--- config.mk ---
export PLATFORM = sky130hd
export DESIGN_NAME = mrfc_back
export DESIGN_NICKNAME = d
export VERILOG_FILES = /design/src/rtl/mrfc_pkg.sv /design/src/rtl/mrfc_back.sv
export SDC_FILE = /design/constraint.sdc
export NUM_CORES = 1
export LEC_CHECK = 0
export BUFFER_PORTS_ARGS = -buffer_cell sky130_fd_sc_hd__buf_2
export CAP_MARGIN = 10
export CORE_ASPECT_RATIO = 0.5
export CORE_UTILIZATION = 42
export CTS_CLUSTER_SIZE = 40
export DETAILED_ROUTE_END_ITERATION = 7
export PLACE_DENSITY = 0.77
export SLEW_MARGIN = 0
export SYNTH_ARGS = -nofsm -noshare
export SYNTH_HDL_FRONTEND = slang
export SYNTH_SLANG_ARGS = --single-unit
--- constraint.sdc ---
create_clock -name clk_i -period 3.95 [get_ports clk_i]
set_clock_uncertainty 0.2 [all_clocks]
set_input_delay 0.395 -clock clk_i [delete_from_list [all_inputs] [get_ports clk_i]]
set_output_delay 0.395 -clock clk_i [all_outputs]
set_load 0.005 [all_outputs]
--- src/rtl/mrfc_pkg.sv ---
`timescale 1ns / 1ps

package mrfc_pkg;

  localparam int unsigned HDR_BYTES  = 7;
  localparam int unsigned FIFO_DEPTH = 2;
  localparam int unsigned PTR_W      = $clog2(FIFO_DEPTH);
  localparam int unsigned CNT_W      = $clog2(FIFO_DEPTH + 1);
  localparam int unsigned PADDR_W    = 3;

  localparam logic [15:0] CRC_INIT = 16'hFFFF;
  localparam logic [15:0] CRC_POLY = 16'hA001;

  localparam logic [7:0] FC_READ_HOLDING = 8'h03;
  localparam logic [7:0] FC_WRITE_SINGLE = 8'h06;
  localparam logic [7:0] READ_BYTE_COUNT = 8'h04;
  localparam logic [7:0] REG_SWITCH      = 8'h01;
  localparam logic [7:0] REG_VOLTAGE     = 8'h30;

  localparam logic [7:0] SLAVE_ADDR_RST  = 8'h01;

  // Register indexes on the configuration port.
  localparam logic [PADDR_W-3:0] REG_SLAVE_ADDRESS = '0;

  typedef enum logic [1:0] {
    KIND_NONE     = 2'd0,
    KIND_SWITCH   = 2'd1,
    KIND_VOLTAGE  = 2'd2,
    KIND_READBACK = 2'd3
  } frame_kind_e;

  // One finished frame as handed from the byte collector to the classifier.
  typedef struct packed {
    logic                           crc_ok;
    logic                           short_frame;
    logic [HDR_BYTES-1:0][7:0]      hdr;
  } frame_rec_t;

  typedef struct packed {
    logic        crc_ok;
    logic        short_frame;
    frame_kind_e kind;
    logic [15:0] first_value;
    logic [15:0] second_value;
  } result_t;

  // Byte-wide unrolled Modbus CRC-16 update.
  function automatic logic [15:0] crc_byte(input logic [15:0] crc, input logic [7:0] b);
    logic [15:0] c;
    c = crc ^ {8'h00, b};
    for (int k = 0; k < 8; k++) begin
      if (c[0]) begin
        c = (c >> 1) ^ CRC_POLY;
      end else begin
        c = c >> 1;
      end
    end
    return c;
  endfunction

endpackage

--- src/rtl/mrfc_back.sv ---
`timescale 1ns / 1ps

module mrfc_back (
  input  logic                    clk_i,
  input  logic                    rst_ni,
  input  logic [7:0]              slave_addr_i,
  input  mrfc_pkg::frame_rec_t    rec_i,
  input  logic                    rec_empty_i,
  output logic                    rec_pop_o,
  output mrfc_pkg::result_t       res_o,
  output logic                    res_valid_o,
  input  logic                    res_pop_i
);

  mrfc_pkg::result_t res_q, res_d;
  logic              valid_q, valid_d;
  logic              addr_ok;

  always_comb begin
    res_d.crc_ok       = rec_i.crc_ok;
    res_d.short_frame  = rec_i.short_frame;
    res_d.kind         = mrfc_pkg::KIND_NONE;
    res_d.first_value  = '0;
    res_d.second_value = '0;
    addr_ok = rec_i.crc_ok && (rec_i.hdr[0] == slave_addr_i);
    if (addr_ok) begin
      if (rec_i.hdr[1] == mrfc_pkg::FC_WRITE_SINGLE && rec_i.hdr[3] == mrfc_pkg::REG_SWITCH) begin
        res_d.kind        = mrfc_pkg::KIND_SWITCH;
        res_d.first_value = {rec_i.hdr[4], rec_i.hdr[5]};
      end else if (rec_i.hdr[1] == mrfc_pkg::FC_WRITE_SINGLE &&
                   rec_i.hdr[3] == mrfc_pkg::REG_VOLTAGE) begin
        res_d.kind        = mrfc_pkg::KIND_VOLTAGE;
        res_d.first_value = {rec_i.hdr[4], rec_i.hdr[5]};
      end else if (rec_i.hdr[1] == mrfc_pkg::FC_READ_HOLDING &&
                   rec_i.hdr[2] == mrfc_pkg::READ_BYTE_COUNT) begin
        res_d.kind         = mrfc_pkg::KIND_READBACK;
        res_d.first_value  = {rec_i.hdr[3], rec_i.hdr[4]};
        res_d.second_value = {rec_i.hdr[5], rec_i.hdr[6]};
      end
    end
  end

  // The output register refills in the same cycle its beat is taken.
  always_comb begin
    rec_pop_o = !rec_empty_i && (!valid_q || res_pop_i);
    valid_d   = rec_pop_o ? 1'b1 : (res_pop_i ? 1'b0 : valid_q);
  end

  assign res_o       = res_q;
  assign res_valid_o = valid_q;

  always_ff @(posedge clk_i) begin
    if (rec_pop_o) begin
      res_q <= res_d;
    end
  end

  always_ff @(posedge clk_i or negedge rst_ni) begin
    if (!rst_ni) begin
      valid_q <= 1'b0;
    end else begin
      valid_q <= valid_d;
    end
  end

endmodule

==> summary by stage <==
Routing
In the routed design, unresolved DRC markers number 0. The detailed-route wire length per cell is about 13 um. The DRC marker count from the first detailed-route iteration is 90. The detail-routed via count per cell is about 5.0. The length of the first detailed-routing pass in iterations is 4. Wires add up to about 3.8 mm. Across all layers, the routed design uses about 1.4k vias. The final antenna-violating net count is 0.

Yosys
Of all cell types, the one taking the most synthesized area is sky130_fd_sc_hd__edfxtp_1. By area the synthesized netlist is led by sky130_fd_sc_hd__edfxtp_1, sky130_fd_sc_hd__a32oi_1, sky130_fd_sc_hd__and2_1. The post-synthesis area per instance is 13.4 um^2. The netlist area before placement is 0.00169 mm^2. The portion of the post-synthesis area used by sequential elements is approximately two thirds. The Yosys step of the flow raised 0 warnings. The cell count after synthesis is between 100 and 150. After synthesis the netlist holds a flip-flop and latch count of 37. The net count after synthesis is between 150 and 200. Of the post-synthesis cell area, the dominant cell type holds 63.9%. The count of cell types in the netlist is 27.

Setup path
The setup path with the least slack is of type flip-flop to output port. The worst setup path is launched from a flip-flop. Of all nets on the critical path, the largest fanout is 26. The data required time at the worst endpoint is 3.36 ns. STA puts the critical path data arrival time at 1.63 ns. The worst setup path is captured at an output port.

Floorplan
The die is roughly 92 um wide. The die area is between 0.004 and 0.005 mm^2. The floorplan step defined a core boundary enclosing around 0.0036 mm^2. 108 I/O pins were placed.

Row generation in the floorplan step produced 15 rows. The floorplan step set the die height to ~47 um. For this configuration, the core starts out at a cell density of 46.5%.

Finish
The multi-input combinational cells in the finished layout cover a total of 549 um^2. The antenna diode instance count is 0. The finished layout holds 286 standard cells, fillers aside. The final net count is 305.

In the final layout, flip-flops and latches occupy 0.00111 mm^2. The final standard cell utilization of the core is 64.7%. The ratio of cells with drive above 1 in the final layout is 50.2%. Counting the fill cells in the layout gives roughly 300. The area growth from synthesis to layout is 39.2%.

The finished cells cover 0.00236 mm^2.

Placed design
The cell area reported after detailed placement is 0.00227 mm^2. The number of port buffers is 107. The HPWL after detailed placement is 2.86 mm. The total placed cells including tap cells is roughly 280. The last weighted congestion value of the routability-driven placer is 0.800.

Clock tree
Counting along the longest clock path gives a buffer depth of 2. Clock tree synthesis selected as its root buffer the cell sky130_fd_sc_hd__clkbuf_8. The number of clock buffers added by TritonCTS is 5.

The clock transition at the register clock pins on the worst setup and hold paths after CTS is 0.07 ns. Once the clock tree was built, the resizer swapped 0 gates to a different size. The number of clock sinks seen by CTS is 37.

The H-tree level count is 2. After clock tree synthesis, the setup repair step added 0 buffers. The TritonCTS clock tree is built.

For the worst-skew pair, the clock arrives at the later sink with an insertion delay of around 0.28 ns.

Outcome
The flow ran to the end, and the final reports show no timing, DRC or antenna violations.

STA
For the pin with the worst max-slew slack, the measured transition is 1.20 ns. Setup violations remaining at the end of the flow were counted as 0. Summed over all failing endpoints, the final setup total negative slack is 0 ns. The final count of pins violating max slew came to 0.

On the final layout, the worst hold slack is 0.0866 ns. The total count of hold-check failures in the final report is 0. The relative max-transition margin is 20.1%.

The shortest period the worst path allows is roughly 2.2 ns. The maximum achievable frequency is between 0.4 and 0.5 GHz. Of the available clock period, the critical path in the final layout requires 56.3%. Setup repair after global routing left no endpoint under its margin.

Global route
For this run, the total global-route usage over all layers was measured as 18.0%. The number of antenna violations at the first check in global routing came to 0. The first global-routing pass estimated 5.75 mm of wire.

The maximum number of pins on one net before global-route repair is 27. The number of global-route vias before repair is ~1.3k. The total congestion overflow after global routing is 0.

Pwr
VDD sags by at most between 0.0001 and 0.00015 V. For this design the static power due to leakage is 0.000994 uW. Power spread over the standard cell area amounts to 329 mW/mm^2.

Worst hold path
The min-delay analysis places its worst path in the category primary input to flip-flop.

Flow run
Max-cap violations in this run came to 0.
synthesized netlist by cell type:
master / n
sky130_fd_sc_hd__buf_6: 1
sky130_fd_sc_hd__nor4bb_1: 1
sky130_fd_sc_hd__dfrtp_1: 1
sky130_fd_sc_hd__o22ai_1: 1
sky130_fd_sc_hd__nor4_2: 2
sky130_fd_sc_hd__a21oi_1: 2
sky130_fd_sc_hd__a32oi_1: 16
sky130_fd_sc_hd__nand2b_1: 1
sky130_fd_sc_hd__nor2_1: 20
sky130_fd_sc_hd__buf_2: 3
sky130_fd_sc_hd__xnor2_1: 1
sky130_fd_sc_hd__and4_1: 2
sky130_fd_sc_hd__clkbuf_1: 2
sky130_fd_sc_hd__nand3_2: 1
sky130_fd_sc_hd__xor2_1: 7
sky130_fd_sc_hd__nand2_1: 1
sky130_fd_sc_hd__o21ai_0: 1
sky130_fd_sc_hd__and2_1: 16
sky130_fd_sc_hd__edfxtp_1: 36
sky130_fd_sc_hd__nor4b_1: 2
sky130_fd_sc_hd__inv_1: 2
sky130_fd_sc_hd__a31oi_1: 1
sky130_fd_sc_hd__nor3_1: 1
sky130_fd_sc_hd__and2_0: 1
sky130_fd_sc_hd__and4_4: 1
sky130_fd_sc_hd__buf_4: 1
sky130_fd_sc_hd__nor4_1: 2
timing repair:
action / 4_1_cts / 5_1_grt
endpoints found under the hold margin: 1 / 0
endpoints found under the setup margin: 0 / 0
hold buffers: 1 / 0
path summary, 6_finish.rpt:
path / from / to / slack [ns] / depth (start not counted)
worst max-delay path: res_valid_o / rec_pop_o / 1.73 / 2
worst max register to register: res_valid_o / res_o[28] / 2.02 / 2
worst min-delay path: rec_i[56] / res_o[34] / 0.09 / 1
worst min register to register: res_valid_o / res_valid_o / 0.39 / 2
max in group asynchronous: rst_ni / res_valid_o / 3.25 / 2
min in group asynchronous: rst_ni / res_valid_o / 0.22 / 2
per-layer routing:
layer  track usage, %  wire [um]  vias up
met5                0          0        -
li1                 -          -      700
met4             7.81         28        0
met2             32.8       1890       68
met3             5.83        252        4
met1             20.9       1610      670
sequential cells by signal, summed over array words and instances, names as in the netlist:
signal,count
res_valid_o,1
res_o,36
cell type report:
type                            instances  area share (%)
Clock inverter                          1           0.159
Sequential cell                        37            46.9
Clock buffer                            6            3.08
Tap cell                               51            2.71
Multi-Input combinational cell         80            23.3
Timing Repair Buffer                  109            23.5
Inverter                                2           0.319
layout by cell type, fill, tap and decap left out, types with 2 or more instances in the layout:
| cell type | synthesis | final |
|---|---|---|
| sky130_fd_sc_hd__inv_1 | 2 | 2 |
| sky130_fd_sc_hd__xor2_1 | 7 | 7 |
| sky130_fd_sc_hd__buf_2 | 3 | 107 |
| sky130_fd_sc_hd__nor2_1 | 20 | 20 |
| sky130_fd_sc_hd__nor4_2 | 2 | 2 |
| sky130_fd_sc_hd__nor4_1 | 2 | 2 |
| sky130_fd_sc_hd__edfxtp_1 | 36 | 36 |
| sky130_fd_sc_hd__a32oi_1 | 16 | 16 |
| sky130_fd_sc_hd__clkbuf_8 | 0 | 5 |
| sky130_fd_sc_hd__and4_1 | 2 | 2 |
| sky130_fd_sc_hd__and2_1 | 16 | 16 |
| sky130_fd_sc_hd__nor4b_1 | 2 | 2 |
per-stage QoR:
stage,setup WS (ns),power (uW)
after floorplan,1.03,485
after global placement,1.69,544
after detailed placement,1.61,546
after CTS,1.71,784
after global routing,1.61,808
final,1.73,776
worst max-delay path: stages, from the launching register on:
cell	delay (ns)
sky130_fd_sc_hd__dfrtp_1	0.42
sky130_fd_sc_hd__a21oi_4	0.68
sky130_fd_sc_hd__buf_2	0.24
report_power, final:
| group | switching, uW | leakage [uW] | internal [uW] | total, uW |
|---|---|---|---|---|
| registers | 4.38 | 0.000371 | 446 | 450 |
| clock network | 119 | 0.0000387 | 119 | 238 |
| logic | 43.4 | 0.000584 | 44.0 | 87.4 |
| total | 167 | 0.000994 | 609 | 776 |
cells by family after synthesis:
group / after synthesis / share of synthesized area [%]
AND/OR/NAND/NOR: 51 / 17.7
XOR/XNOR: 8 / 4.14
buffers and inverters: 9 / 2.88
flip-flops: 37 / 65.3
AO/OA/AOI/OAI: 21 / 9.90
Power figures use the tool's default switching activity.
